--- config.mk ---
export PLATFORM = sky130hd
export DESIGN_NAME = char_lcd_write_sequencer_top
export DESIGN_NICKNAME = d
export VERILOG_FILES = /design/src/sv/lcdws_pkg.sv /design/src/sv/lcdws_front.sv /design/src/sv/lcdws_fifo.sv /design/src/sv/lcdws_back.sv /design/src/sv/char_lcd_write_sequencer_top.sv
export VERILOG_INCLUDE_DIRS = /design/src /design/src/sv
export SDC_FILE = /design/constraint.sdc
export NUM_CORES = 1
export LEC_CHECK = 0
export BUFFER_PORTS_ARGS = -buffer_cell sky130_fd_sc_hd__buf_2
export CAP_MARGIN = 20
export CORE_UTILIZATION = 60
export CTS_CLUSTER_DIAMETER = 120
export DETAILED_ROUTE_END_ITERATION = 10
export GPL_TIMING_DRIVEN = 0
export HOLD_SLACK_MARGIN = 0.15
export PLACE_DENSITY = 0.78
export SLEW_MARGIN = 20
export SYNTH_ARGS = -nofsm -noshare
export SYNTH_HDL_FRONTEND = slang
export SYNTH_SLANG_ARGS = --single-unit
--- constraint.sdc ---
create_clock -name clock -period 5.4 [get_ports clock]
set_input_delay 1.35 -clock clock [delete_from_list [all_inputs] [get_ports clock]]
set_output_delay 1.35 -clock clock [all_outputs]
set_load 0.01 [all_outputs]
--- src/sv/char_lcd_write_sequencer_top_assert.svh ---
// Assertion macros for the character LCD write sequencer.
`ifndef CHAR_LCD_WRITE_SEQUENCER_TOP_ASSERT_SVH
`define CHAR_LCD_WRITE_SEQUENCER_TOP_ASSERT_SVH

`ifndef SYNTH
// Same-cycle implication, checked at every rising edge out of reset.
`define LCDWS_ASSERT_IMPL(label, clk, rst, ante, cons) \
   label: assert property (@(posedge clk) disable iff (rst) (ante) |-> (cons)) \
      else $error("lcdws assertion failed");
// Next-cycle implication.
`define LCDWS_ASSERT_NEXT(label, clk, rst, ante, cons) \
   label: assert property (@(posedge clk) disable iff (rst) (ante) |=> (cons)) \
      else $error("lcdws assertion failed");
`else
`define LCDWS_ASSERT_IMPL(label, clk, rst, ante, cons)
`define LCDWS_ASSERT_NEXT(label, clk, rst, ante, cons)
`endif

`endif

--- src/sv/lcdws_pkg.sv ---
// Types, constants and helper functions shared by the LCD write sequencer.
package lcdws_pkg;

   localparam int unsigned QUEUE_DEPTH = 2;
   localparam int unsigned CNT_W       = 20;
   localparam int unsigned CSR_IDX_W   = 3;
   localparam int unsigned CSR_DATA_W  = 20;
   localparam logic [2:0]  INIT_LEN    = 3'd7;
   localparam logic [7:0]  LONG_WAIT_LIMIT = 8'd4;
   localparam logic [4:0]  MAX_COLUMN  = 5'd15;

   // Request kinds on the input channel
   typedef enum logic [2:0] {
      KIND_TICK   = 3'd0,
      KIND_CMD    = 3'd1,
      KIND_DATA   = 3'd2,
      KIND_CURSOR = 3'd3,
      KIND_INIT   = 3'd4
   } kind_type;

   // Configuration register indexes
   typedef enum logic [CSR_IDX_W-1:0] {
      CSR_PULSE      = 3'd0,
      CSR_SHORT_WAIT = 3'd1,
      CSR_LONG_WAIT  = 3'd2,
      CSR_POWER_ON   = 3'd3,
      CSR_GAP_LONG   = 3'd4,
      CSR_GAP_SHORT  = 3'd5
   } csr_idx_type;

   // Classified operation handed from the front end to the sequencer
   typedef enum logic [2:0] {
      OP_IGNORE   = 3'd0,   // unknown kind: no tick, no rejection
      OP_TICK     = 3'd1,
      OP_WRITE    = 3'd2,
      OP_INIT     = 3'd3,
      OP_BAD_MOVE = 3'd4    // cursor move off the line: rejected if busy only
   } op_type;

   typedef struct packed {
      op_type     op;
      logic [7:0] wbyte;
      logic       rs;
   } item_type;

   typedef enum logic [2:0] {
      PH_IDLE  = 3'd0,
      PH_SETUP = 3'd1,
      PH_PULSE = 3'd2,
      PH_WAIT  = 3'd3,
      PH_GAP   = 3'd4,
      PH_POWER = 3'd5
   } phase_type;

   typedef struct packed {
      logic [7:0]       pulse;
      logic [CNT_W-1:0] short_wait;
      logic [CNT_W-1:0] long_wait;
      logic [CNT_W-1:0] power_on;
      logic [CNT_W-1:0] gap_long;
      logic [CNT_W-1:0] gap_short;
   } cfg_type;

   // DDRAM base address of each display line
   function automatic logic [7:0] row_base(input logic [1:0] row);
      logic [7:0] base;
      case (row)
         2'd0:    base = 8'h80;
         2'd1:    base = 8'hC0;
         2'd2:    base = 8'h90;
         default: base = 8'hD0;
      endcase
      return base;
   endfunction

   // Power-up command list, indexed from zero
   function automatic logic [7:0] init_byte(input logic [2:0] idx);
      logic [7:0] b;
      case (idx)
         3'd0, 3'd1, 3'd2: b = 8'h38;
         3'd3:             b = 8'h08;
         3'd4:             b = 8'h01;
         3'd5:             b = 8'h06;
         default:          b = 8'h0E;
      endcase
      return b;
   endfunction

   // A zero tick count behaves as one tick
   function automatic logic [CNT_W-1:0] at_least_one(input logic [CNT_W-1:0] v);
      return (v == '0) ? CNT_W'(1) : v;
   endfunction

endpackage

--- src/sv/lcdws_front.sv ---
// Front end: decodes a request beat into a classified sequencer operation.
module lcdws_front
   import lcdws_pkg::*;
(
   input  logic [2:0] req_kind,
   input  logic [7:0] req_value,
   input  logic [1:0] req_row,
   input  logic [4:0] req_column,
   output item_type   item
);

   // Classify the kind and build the byte to send
   always_comb begin
      item.op    = OP_IGNORE;
      item.wbyte = req_value;
      item.rs    = 1'b0;
      unique case (req_kind)
         KIND_TICK: begin
            item.op = OP_TICK;
         end
         KIND_CMD: begin
            item.op = OP_WRITE;
         end
         KIND_DATA: begin
            item.op = OP_WRITE;
            item.rs = 1'b1;
         end
         KIND_CURSOR: begin
            item.wbyte = row_base(req_row) + {3'b000, req_column};
            item.op    = (req_column > MAX_COLUMN) ? OP_BAD_MOVE : OP_WRITE;
         end
         KIND_INIT: begin
            item.op = OP_INIT;
         end
         default: begin
            item.op = OP_IGNORE;
         end
      endcase
   end

endmodule

--- src/sv/lcdws_fifo.sv ---
// Short flop-based queue between the decoder and the sequencer.
module lcdws_fifo #(
   parameter int unsigned Width = 8,
   parameter int unsigned Depth = 2
) (
   input  logic             clock,
   input  logic             reset,
   input  logic             push,
   input  logic [Width-1:0] push_data,
   output logic             push_ready,
   input  logic             pop,
   output logic             pop_valid,
   output logic [Width-1:0] pop_data
);

   localparam int unsigned PtrW = (Depth > 1) ? $clog2(Depth) : 1;
   localparam int unsigned CntW = $clog2(Depth + 1);

   logic [Width-1:0] mem_ff [Depth];
   logic [PtrW-1:0]  wr_ptr_ff, wr_ptr_in;
   logic [PtrW-1:0]  rd_ptr_ff, rd_ptr_in;
   logic [CntW-1:0]  count_ff, count_in;
   logic             do_push, do_pop;

   assign push_ready = (count_ff != CntW'(Depth));
   assign pop_valid  = (count_ff != '0);
   assign pop_data   = mem_ff[rd_ptr_ff];
   assign do_push    = push && push_ready;
   assign do_pop     = pop && pop_valid;

   // Pointer and fill count update
   always_comb begin
      wr_ptr_in = wr_ptr_ff;
      rd_ptr_in = rd_ptr_ff;
      if (do_push) begin
         wr_ptr_in = (wr_ptr_ff == PtrW'(Depth - 1)) ? '0 : wr_ptr_ff + PtrW'(1);
      end
      if (do_pop) begin
         rd_ptr_in = (rd_ptr_ff == PtrW'(Depth - 1)) ? '0 : rd_ptr_ff + PtrW'(1);
      end
      count_in = count_ff + CntW'(do_push) - CntW'(do_pop);
   end

   always_ff @(posedge clock) begin
      if (reset) begin
         wr_ptr_ff <= '0;
         rd_ptr_ff <= '0;
         count_ff  <= '0;
      end else begin
         wr_ptr_ff <= wr_ptr_in;
         rd_ptr_ff <= rd_ptr_in;
         count_ff  <= count_in;
      end
   end

   // Entry storage, no reset needed
   always_ff @(posedge clock) begin
      if (do_push) begin
         mem_ff[wr_ptr_ff] <= push_data;
      end
   end

endmodule

--- src/sv/lcdws_back.sv ---
// Back end: phase sequencer, timing counter and registered result beat.
module lcdws_back
   import lcdws_pkg::*;
(
   input  logic     clock,
   input  logic     reset,
   input  cfg_type  cfg,
   input  logic     q_valid,
   input  item_type q_item,
   output logic     q_pop,
   output logic     rsp_valid,
   input  logic     rsp_ready,
   output logic     rsp_rs_pin,
   output logic     rsp_enable_pin,
   output logic [7:0] rsp_bus_byte,
   output logic     rsp_busy_res,
   output logic     rsp_rejected
);

   phase_type        phase_ff, phase_in;
   logic [CNT_W-1:0] cd_ff, cd_in, cd_dec;
   logic [7:0]       byte_ff, byte_in;
   logic             rs_ff, rs_in;
   logic [2:0]       step_ff, step_in;
   logic             rej;
   logic             cd_zero;
   logic             advance;
   logic [CNT_W-1:0] gap;

   logic             rsp_valid_ff, rsp_valid_in;
   logic             rsp_rs_ff, rsp_en_ff, rsp_busy_ff, rsp_rej_ff;
   logic [7:0]       rsp_byte_ff;

   // Take an item whenever the result register is free or being drained
   assign q_pop = q_valid && (!rsp_valid_ff || rsp_ready);

   assign cd_dec  = cd_ff - CNT_W'(cd_ff != '0);
   assign cd_zero = (cd_dec == '0);

   // Next phase, counter and latched bus values
   always_comb begin
      phase_in = phase_ff;
      cd_in    = cd_ff;
      byte_in  = byte_ff;
      rs_in    = rs_ff;
      step_in  = step_ff;
      rej      = 1'b0;
      advance  = 1'b0;
      gap      = '0;

      if (q_pop) begin
         if (q_item.op == OP_TICK) begin
            unique case (phase_ff)
               PH_IDLE: begin
                  phase_in = PH_IDLE;
               end
               PH_SETUP: begin
                  phase_in = PH_PULSE;
                  cd_in    = at_least_one({{(CNT_W-8){1'b0}}, cfg.pulse});
               end
               PH_PULSE: begin
                  cd_in = cd_dec;
                  if (cd_zero) begin
                     phase_in = PH_WAIT;
                     if (!rs_ff && (byte_ff < LONG_WAIT_LIMIT)) begin
                        cd_in = at_least_one(cfg.long_wait);
                     end else begin
                        cd_in = at_least_one(cfg.short_wait);
                     end
                  end
               end
               PH_WAIT: begin
                  cd_in = cd_dec;
                  if (cd_zero) begin
                     if (step_ff == 3'd0) begin
                        phase_in = PH_IDLE;
                        cd_in    = '0;
                     end else begin
                        if (step_ff == 3'd1) begin
                           gap = cfg.gap_long;
                        end else if (step_ff == 3'd2) begin
                           gap = cfg.gap_short;
                        end
                        if (gap != '0) begin
                           phase_in = PH_GAP;
                           cd_in    = gap;
                        end else begin
                           advance = 1'b1;
                        end
                     end
                  end
               end
               PH_GAP: begin
                  cd_in = cd_dec;
                  if (cd_zero) begin
                     advance = 1'b1;
                  end
               end
               PH_POWER: begin
                  cd_in = cd_dec;
                  if (cd_zero) begin
                     step_in  = 3'd1;
                     byte_in  = init_byte(3'd0);
                     rs_in    = 1'b0;
                     phase_in = PH_SETUP;
                     cd_in    = '0;
                  end
               end
               default: begin
                  phase_in = PH_IDLE;
                  cd_in    = '0;
               end
            endcase
         end else if (q_item.op != OP_IGNORE) begin
            if (phase_ff != PH_IDLE) begin
               rej = 1'b1;
            end else if (q_item.op == OP_WRITE) begin
               byte_in  = q_item.wbyte;
               rs_in    = q_item.rs;
               phase_in = PH_SETUP;
               cd_in    = '0;
            end else if (q_item.op == OP_INIT) begin
               step_in  = 3'd1;
               phase_in = PH_POWER;
               cd_in    = at_least_one(cfg.power_on);
            end
         end
      end

      // Step to the next power-up command or finish the sequence
      if (advance) begin
         if ((step_ff >= INIT_LEN) || (step_ff == 3'd0)) begin
            step_in  = 3'd0;
            phase_in = PH_IDLE;
            cd_in    = '0;
         end else begin
            step_in  = step_ff + 3'd1;
            byte_in  = init_byte(step_ff);
            rs_in    = 1'b0;
            phase_in = PH_SETUP;
            cd_in    = '0;
         end
      end
   end

   assign rsp_valid_in = q_pop || (rsp_valid_ff && !rsp_ready);

   // Sequencer state register
   always_ff @(posedge clock) begin
      if (reset) begin
         phase_ff     <= PH_IDLE;
         cd_ff        <= '0;
         byte_ff      <= '0;
         rs_ff        <= 1'b0;
         step_ff      <= 3'd0;
         rsp_valid_ff <= 1'b0;
      end else begin
         phase_ff     <= phase_in;
         cd_ff        <= cd_in;
         byte_ff      <= byte_in;
         rs_ff        <= rs_in;
         step_ff      <= step_in;
         rsp_valid_ff <= rsp_valid_in;
      end
   end

   // Result beat payload
   always_ff @(posedge clock) begin
      if (q_pop) begin
         rsp_rs_ff   <= rs_in;
         rsp_en_ff   <= (phase_in == PH_PULSE);
         rsp_byte_ff <= byte_in;
         rsp_busy_ff <= (phase_in != PH_IDLE);
         rsp_rej_ff  <= rej;
      end
   end

   assign rsp_valid      = rsp_valid_ff;
   assign rsp_rs_pin     = rsp_rs_ff;
   assign rsp_enable_pin = rsp_en_ff;
   assign rsp_bus_byte   = rsp_byte_ff;
   assign rsp_busy_res   = rsp_busy_ff;
   assign rsp_rejected   = rsp_rej_ff;

endmodule

--- src/sv/char_lcd_write_sequencer_top.sv ---
// Top level of the character LCD write sequencer: config registers and wiring.
//
// Takes one request beat per clock while req_ready is high and returns exactly one
// result beat for each, carrying the bus pins after that item. A beat is decoded on
// entry and parked in a QueueDepth-entry queue; the sequencer takes one beat a
// cycle from it if rsp has room and registers its result, which appears on rsp in
// the cycle after the beat leaves the queue. Sustained rate is one item per clock
// whenever rsp_ready stays high; with rsp stalled, up to QueueDepth further beats
// are still accepted. Time is counted in tick items, not clocks. Configuration
// writes must be done while the block is idle. No clearing pass after reset.
module char_lcd_write_sequencer_top
   import lcdws_pkg::*;
#(
   parameter int unsigned QueueDepth = QUEUE_DEPTH
) (
   input  logic                  clock,
   input  logic                  reset,
   input  logic                  req_valid,
   output logic                  req_ready,
   input  logic [2:0]            req_kind,
   input  logic [7:0]            req_value,
   input  logic [1:0]            req_row,
   input  logic [4:0]            req_column,
   output logic                  rsp_valid,
   input  logic                  rsp_ready,
   output logic                  rsp_rs_pin,
   output logic                  rsp_rw_pin,
   output logic                  rsp_enable_pin,
   output logic [7:0]            rsp_bus_byte,
   output logic                  rsp_busy_res,
   output logic                  rsp_rejected,
   input  logic                  csr_valid,
   output logic                  csr_ready,
   input  logic [CSR_IDX_W-1:0]  csr_index,
   input  logic [CSR_DATA_W-1:0] csr_wdata
);

`include "char_lcd_write_sequencer_top_assert.svh"

   localparam int unsigned ItemW = $bits(item_type);

   cfg_type  cfg_ff, cfg_in;
   item_type dec_item, q_item;
   logic     q_valid, q_pop;

   // Configuration registers, one write per beat
   assign csr_ready = 1'b1;

   always_comb begin
      cfg_in = cfg_ff;
      if (csr_valid && csr_ready) begin
         case (csr_index)
            CSR_PULSE:      cfg_in.pulse      = csr_wdata[7:0];
            CSR_SHORT_WAIT: cfg_in.short_wait = csr_wdata;
            CSR_LONG_WAIT:  cfg_in.long_wait  = csr_wdata;
            CSR_POWER_ON:   cfg_in.power_on   = csr_wdata;
            CSR_GAP_LONG:   cfg_in.gap_long   = csr_wdata;
            CSR_GAP_SHORT:  cfg_in.gap_short  = csr_wdata;
            default:        cfg_in = cfg_ff;
         endcase
      end
   end

   always_ff @(posedge clock) begin
      if (reset) begin
         cfg_ff.pulse      <= 8'd1;
         cfg_ff.short_wait <= CNT_W'(40);
         cfg_ff.long_wait  <= CNT_W'(2000);
         cfg_ff.power_on   <= CNT_W'(20000);
         cfg_ff.gap_long   <= CNT_W'(5000);
         cfg_ff.gap_short  <= CNT_W'(100);
      end else begin
         cfg_ff <= cfg_in;
      end
   end

   // Decode, queue, sequence
   lcdws_front u_front (
      .req_kind   (req_kind),
      .req_value  (req_value),
      .req_row    (req_row),
      .req_column (req_column),
      .item       (dec_item)
   );

   lcdws_fifo #(
      .Width (ItemW),
      .Depth (QueueDepth)
   ) u_queue (
      .clock      (clock),
      .reset      (reset),
      .push       (req_valid),
      .push_data  (dec_item),
      .push_ready (req_ready),
      .pop        (q_pop),
      .pop_valid  (q_valid),
      .pop_data   (q_item)
   );

   lcdws_back u_back (
      .clock          (clock),
      .reset          (reset),
      .cfg            (cfg_ff),
      .q_valid        (q_valid),
      .q_item         (q_item),
      .q_pop          (q_pop),
      .rsp_valid      (rsp_valid),
      .rsp_ready      (rsp_ready),
      .rsp_rs_pin     (rsp_rs_pin),
      .rsp_enable_pin (rsp_enable_pin),
      .rsp_bus_byte   (rsp_bus_byte),
      .rsp_busy_res   (rsp_busy_res),
      .rsp_rejected   (rsp_rejected)
   );

   assign rsp_rw_pin = 1'b0;

   // Checks
   `LCDWS_ASSERT_IMPL(a_enable_means_busy, clock, reset, rsp_valid && rsp_enable_pin, rsp_busy_res)
   `LCDWS_ASSERT_NEXT(a_accept_fills_queue, clock, reset, req_valid && req_ready, q_valid)
   `LCDWS_ASSERT_IMPL(a_pop_has_room, clock, reset, q_pop, q_valid && (!rsp_valid || rsp_ready))
   `LCDWS_ASSERT_NEXT(a_pop_gives_result, clock, reset, q_pop, rsp_valid)

endmodule
==> results list, run 1 <==
- Run status: finished clean
* Area leader, netlist: dfxtp_1
* Series of cell instances along the critical path: buf_6 > or4_1 > or3_1 > buf_2 > nor3_1 > nand3_1 > ha_1 > ha_1 > inv_1 > or4_1 > nor4bb_1 > and3_1 > nand4_1 > nor4b_4 > buf_2 > o31ai_1 > nand2_1
* Fraction of final layout cells with drive strength greater than 1: 10.5%
- Clock root buffer: clkbuf_16
* Antenna viol nets, final: 0
- Horizontal die dimension: 128 microns
- Worst skew pair latency: 0.45 ns
* Filler-free cell count of the finished design: 1,482
- The H-tree was split into 4 levels.
- Clock tree from TritonCTS: built
- Reported leakage power: 0.00382 uW
- After routing, the total negative slack on setup checks comes to 0 ns.
* Area after detailed placement: 10,100 sq um
- 1st-pass router iterations: 6
- Peak Freq: 0.197 GHz
- Count of instances resized after the clock tree is built: 0
- Synthesis produced a netlist with a net count of 1,239.
* Initial antenna violation count: 0
* Total area of multi-input combinational cells: 5020 sq um
- Biggest area contributors in the synthesized netlist: dfxtp_1, edfxtp_1, nand2_1
- Tcrit/Tclk final: 93.9%
- Number of maximum-capacitance violations: 0
- Worst-case headroom to the max-slew limit: 18.4%
- On the final layout, the worst clock skew is 0.0110 ns.
- Number of rows created at floorplan: 45
- Worst IR Drop VDD: 0.366 mV
- For this design, the CTS-stage hold fixing added 0 buffers.
- The final route contains 9,483 vias.
* Most instantiated library cell after synthesis: nand2_1
* Unique masters post-synth: 82
* Clock Sinks: 185
* Setup violation total in the final timing report: 0
* Clock slew seen by the registers of the worst setup and hold paths: 0.07 ns
- Initial core utilization: 62.2%
- Count of flip-flops with a built-in enable after synthesis: 36
* Count of placed standard cells including taps: 1,450
- Post-synthesis async set-or-reset flop share: 0%
- After detailed routing, the total wire length is 31,500 microns.
* Total number of yosys warnings: 0
* Most used flip-flop cell after synthesis: dfxtp_1
* Routed vias/inst: 6.40
- Core ar.: 15,400 sq um
* Slew @ Worst Pin: 1.21 ns
- After detailed routing, the number of remaining DRC violations is 0.
- In this run the cell area of the synthesized design comes to 9560 sq um.
* Routed wire length per instance: 21.2 microns
* WP data arrival: 5.38 ns
- Clock tree buffer depth: 2
* Power density normalized to cell area: 494 nW/um^2
- Fillers: 1,291
- The worst setup path is launched from a flip-flop.
- Count of nets after finishing: 1,315
- Crit-path leading delay family: simple AND/OR/NAND/NOR gates
- Final instance area: 10,700 sq um
- Summing all flip-flop and latch instances after layout gives 4060 sq um.
- Entering global routing, the biggest net connects 20 pins.
- 62 I/O pins were placed.
* Crit-path slowest cell: nor4b_4
* RD Place Congestion: 0.980
* List of most frequent post-synthesis cells: nand2_1, a21oi_1, dfxtp_1, clkbuf_1, nor2_1
* Die footprint: 16,400 sq um
* Average footprint of a synthesized cell: 8.09 sq um
- Hold is met by 0.461 ns.
- The number of failing hold endpoints at the final stage is 0.
* Number of input and output port buffers inserted: 57
* Inserted Diodes: 0
* Proportion of synthesized chip area in sequential cells: 42.5%
- Slew Viols, Final: 0
* Worst hold path type: reg -> reg
- The number of buffers and inverters on the critical path is 4.
- From bottom edge to top edge, the die measures 128 microns.
- The first global-routing pass estimated 48,200 microns of wire.
- STA classifies the critical path endpoint as a flip-flop.
* Global route overflow: 0
* Synth Instances: 1,182
- Buffers inserted during clock tree synthesis total 17.
* Required time worst endpoint: 5.71 ns
* Kind of critical path: reg -> reg
* Detailed Place HPWL: 22,900 microns
* Critical path peak fanout: 10
- Slowest cell delay on critical path: 0.59 ns
- After synthesis the netlist holds a flip-flop and latch count of 185.
- Initial drt markers: 1,091
* Area growth, synth to finish: 11.8%
- Number of global-route vias before repair: 8,536
* Setup repair after global routing missed its margin: no
* GR Util All Layers: 39.7%
- Area share of the largest cell type after synthesis: 31.2%
- Min Tclk post-route: 5.07 ns
- Number of setup buffers added after CTS: 0
==> cells in the final DEF (no fill, tap or decap), types with 7 or more instances in the layout <==
master	instances
edfxtp_1	36
ha_1	11
xor2_1	8
nand2b_1	8
nor2_1	62
nand4_1	7
and3_1	10
mux2i_1	23
clkbuf_1	64
o22ai_1	9
clkbuf_16	17
and2_1	7
nor2b_1	12
o221ai_1	7
a21oi_1	150
dfxtp_1	149
a2111oi_0	7
a22oi_1	8
nor4_1	26
mux2_2	7
nor3_1	28
o21ai_0	33
or4_1	8
xnor2_1	7
buf_2	60
a211oi_1	10
inv_1	29
nand3_1	17
nand3b_1	37
buf_1	7
nand2_1	278
==> stage by stage <==
stage / util, % / total power [uW] / setup WS [ns]
after global routing: 69.5 / 5540 / 0.0169
final: 69.5 / 5280 / 0.330
after global placement: 65.8 / 3960 / 0.470
after CTS: 69.5 / 5200 / 0.337
after floorplan: - / 3340 / 1.05
after detailed placement: 65.8 / 3980 / 0.383
==> path summary, 6_finish.rpt <==
path                                  startpoint                     end  slack, ns  cells past startpoint
worst max register to register  u_back.cd_ff[10]  u_back.rsp_bus_byte[3]       0.33                     17
worst min register to register        cfg_ff[80]              cfg_ff[80]       0.46                      2
worst max-delay path            u_back.cd_ff[10]  u_back.rsp_bus_byte[3]       0.33                     17
worst min-delay path                  cfg_ff[80]              cfg_ff[80]       0.46                      2
==> kinds of logic after synthesis <==
kind of cell | Yosys count | synth area share (%)
flops | 185 | 42.5
xor+xnor | 15 | 1.37
compound gates | 287 | 19.0
simple gates | 540 | 27.4
buf+inv | 112 | 4.95
fa+ha+maj | 11 | 1.44
other cells | 2 | 0.0786
mux | 30 | 3.23
==> cell type report <==
cell class                      count  area share (%)
Clock inverter                     15            1.42
Buffer                             82            3.37
Inverter                           30            1.05
Multi-Input combinational cell    885            47.0
Timing Repair Buffer               57            2.67
Clock buffer                       17            3.98
Tap cell                          211            2.47
Sequential cell                   185            38.0
==> layer usage <==
| layer | up-vias | global-route usage, % | part of all wire, % |
|---|---|---|---|
| met5 | - | 0 | 0 |
| met4 | 0 | 19.5 | 4.7 |
| met3 | 116 | 11.3 | 11 |
| met2 | 534 | 59.3 | 43 |
| met1 | 4487 | 52.7 | 41 |
| li1 | 4346 | - | - |
==> registers in the layout (all words and copies together), names as in the netlist, named ones only <==
register	count
u_back.rsp_rs_pin	1
u_queue.rd_ptr_ff	1
u_back.rsp_enable_pin	1
u_back.rsp_busy_res	1
u_back.rsp_rejected	1
u_back.rs_ff	1
u_back.cd_ff	20
u_back.rsp_valid	1
u_back.byte_ff	8
cfg_ff	108
u_back.rsp_bus_byte	8
u_queue.mem_ff	24
u_back.step_ff	3
u_queue.count_ff	2
u_back.phase_ff	3
u_queue.wr_ptr_ff	1
==> worst reg2reg max path, stage by stage (launching register included) <==
cell,delay (ns)
dfxtp_1,0.31
buf_6,0.13
or4_1,0.52
or3_1,0.32
buf_2,0.17
nor3_1,0.21
nand3_1,0.10
ha_1,0.27
ha_1,0.28
inv_1,0.04
or4_1,0.49
nor4bb_1,0.46
and3_1,0.23
nand4_1,0.22
nor4b_4,0.59
buf_2,0.33
o31ai_1,0.13
nand2_1,0.12
==> power by group <==
group | switching, uW | leakage [uW] | internal [uW]
Clock | 617 | 0.000275 | 615
Sequential | 97.5 | 0.00155 | 1590
Combinational | 1540 | 0.00199 | 831
Power figures use the tool's default switching activity.
==> run 2, diff against run 1 <==
--- a/config.mk
+++ b/config.mk
@@ -13,7 +13,7 @@
 export DETAILED_ROUTE_END_ITERATION = 10
 export GPL_TIMING_DRIVEN = 0
 export HOLD_SLACK_MARGIN = 0.15
-export PLACE_DENSITY = 0.78
+export PLACE_DENSITY = 0.79
 export SLEW_MARGIN = 20
 export SYNTH_ARGS = -nofsm -noshare
 export SYNTH_HDL_FRONTEND = slang
==> results list, run 2 (synthesis gave the netlist of run 1 again) <==
- The library cell used most frequently in the layout, excluding fill and tap cells, is nand2_1.
- Tracing the worst setup path back leads to its startpoint at u_back.cd_ff[10].
- Gates resized during post-CTS repair numbered 0.
* Highest-count cells in the layout ignoring fill and taps: nand2_1, a21oi_1, dfxtp_1, clkbuf_1, nor2_1
- Crit-path leading delay family: simple AND/OR/NAND/NOR gates
- GR Util All Layers: 38.4%
* Global route overflow: 0
* Proportion of total power due to net switching: 42.2%
- Residual DRC count: 0
* Worst path buffer plus inverter count: 4
* Routed vias: 9,559
- TritonCTS created 17 clock buffers.
* Number of global-route vias before repair: 8,864
* Internal Dissipation: 3040 uW
- Endpoint kind of the worst setup timing path: flip-flop
- Initial antenna violation count: 0
- H-Tree Level Count: 4
- The die is 128 microns wide.
- The worst-case IR drop observed on VDD is 0.401 mV.
- WP data arrival: 5.16 ns
- Across the routed clock network, the largest skew measured is 0.00839 ns.
* Crit-path slowest cell: or4_1
- Initial drt markers: 1,188
* Number of input and output port buffers inserted: 57
- FF-to-FF setup slack: 0.43 ns
- The number of antenna diodes in the final layout is 0.
- Series of cell instances along the critical path: buf_6 > or4_1 > or3_1 > buf_2 > nor3_1 > nand3_1 > ha_1 > ha_1 > inv_1 > or4_1 > nor4bb_1 > and4_2 > and3_4 > buf_6 > a41oi_4 > a211oi_1 > nor2_1
* 1st-pass router iterations: 6
* Flip-flop count of the largest register after layout: 108
- Dividing the detail-routed via count by the number of cells gives 6.45.
- Measured against its own limit, the worst slew margin works out to 26.0%.
* Power density normalized to cell area: 491 nW/um^2
- Overall die height: 128 microns
* Endpoint of the worst hold path: cfg_ff[40]
- Critical path peak fanout: 10
* Core ar.: 15,400 sq um
- Worst hold slack: 0.455 ns
- The worst register-to-register path ends at u_back.rsp_bus_byte[1].
- Tcrit/Tclk final: 92.1%
* Area growth, synth to finish: 11.9%
- Combinational cells account for 44.6% of the total power.
- The critical path in this run is classified as reg -> reg.
- Largest register by flop count: cfg_ff
- STA classifies the critical path startpoint as a flip-flop.
- During I/O placement, the number of pins put on the boundary was 62.
* Sw power: 2220 uW
* Final TNS setup: 0 ns
* Fillers: 1,289
- Flop pwr share: 32.0%
- Largest net degree at the start of global routing: 20
- Clock root buffer: clkbuf_16
* Run status: finished clean
* Clock tree buffer depth: 2
* Reported leakage power: 0.00383 uW
- RD Place Congestion: 1.03
* Reg-to-Reg Start: u_back.cd_ff[10]
- Clock Power Share: 23.4%
* Number of rows created at floorplan: 45
- Worst hold path type: reg -> reg
- TritonCTS built the clock tree.
- Clock-pin slew was measured on the worst setup and hold paths at 0.07 ns.
- Worst skew pair latency: 0.45 ns
* CTS hold repair buffers: 0
* Number of maximum-capacitance violations: 0
* Min Tclk post-route: 4.97 ns
- Slowest cell delay on critical path: 0.52 ns
* Fraction of final layout cells with drive strength greater than 1: 10.7%
- Detailed placement finished with a half-perimeter wire length of 22,600 microns.
- The first global-routing pass estimated 47,500 microns of wire.
- Die footprint: 16,400 sq um
* Top Registers: cfg_ff (108), u_queue.mem_ff (24), u_back.cd_ff (20)
- The number of failing hold endpoints at the final stage was 0.
- In this run the most critical hold path is launched from cfg_ff[40].
- Setup repair after global routing left no endpoint under its margin.
* Number of setup buffers added after CTS: 0
- Count of nets after finishing: 1,315
- Antenna viol nets, final: 0
- The worst hold path was traced through 2 stages.
- Clock Sinks: 185
* Required time worst endpoint: 5.59 ns
- Routed wire length per instance: 20.7 microns
* Number of cells traversed by the worst register-to-register path: 17
- The initial utilization of the core area, before any placement, comes to 62.2%.
- Slew Viols, Final: 0
- At the pin with the least slew margin, the transition time is 1.10 ns.
- Setup violations remaining at the end of the flow were counted as 0.
* Wirelength, routed: 30,700 microns
- Peak Freq: 0.201 GHz
[run 2: cell count changes in the layout (fill, tap and decap cells not counted), sizes merged]
| cell | previous run | this run |
|---|---|---|
| inv | 36 | 37 |
| clkinvlp | 3 | 1 |
| clkinv | 6 | 7 |
[run 2: stage by stage]
| stage | total power, uW | instances | utilization [%] | area, sq um | setup slack (ns) |
|---|---|---|---|---|---|
| floorplan | 3340 | 1182 | - | 9560 | 1.05 |
| global placement | 3930 | 1450 | 65.8 | 10100 | 0.555 |
| detailed placement | 3960 | 1450 | 65.8 | 10100 | 0.513 |
| CTS | 5180 | 1482 | 69.6 | 10700 | 0.495 |
| global route | 5500 | 1482 | 69.6 | 10700 | 0.185 |
| finish | 5260 | 1482 | 69.6 | 10700 | 0.428 |
[run 2: how the worst max path moves through the flow]
| stage | end | depth (start not counted) |
|---|---|---|
| final | u_back.rsp_bus_byte[1] | 17 |
| after global routing | u_back.rsp_bus_byte[0] | 16 |
| after CTS | u_back.rsp_bus_byte[0] | 16 |
| after detailed placement | u_back.rsp_bus_byte[0] | 16 |
| after global placement | u_back.rsp_bus_byte[0] | 16 |
| after floorplan | u_back.rsp_bus_byte[0] | 17 |
[run 2: metal layers]
metal  wire, microns  track usage [%]  part of all wire [%]  vias up
met5               0                0                     0        -
met4            1400             18.3                   4.6        0
met3            3380             9.43                    11      116
met2           13600             59.1                    44      579
met1           12300             50.5                    40     4504
li1                -                -                     -     4360
[run 2: cell type report]
| type | count | area, sq um | area share, % |
|---|---|---|---|
| Inverter | 30 | 113 | 1.05 |
| Buffer | 82 | 360 | 3.37 |
| Clock buffer | 17 | 425 | 3.98 |
| Multi-Input combinational cell | 885 | 5030 | 47.0 |
| Clock inverter | 15 | 155 | 1.45 |
| Sequential cell | 185 | 4060 | 38.0 |
| Tap cell | 211 | 264 | 2.47 |
| Timing Repair Buffer | 57 | 285 | 2.67 |
[run 2: power by group through the flow]
stage | logic [uW] | clock network [uW] | registers [uW]
after detailed placement | 2250 | 0 | 1710
after global placement | 2230 | 0 | 1700
final | 2340 | 1230 | 1680
after floorplan | 1630 | 0 | 1710
after global routing | 2510 | 1290 | 1700
after CTS | 2270 | 1230 | 1680
[run 2: worst min-delay path: stages (launching register included)]
cell and delay [ns]:
dfxtp_1 0.31, nand2_1 0.05, a21oi_1 0.05
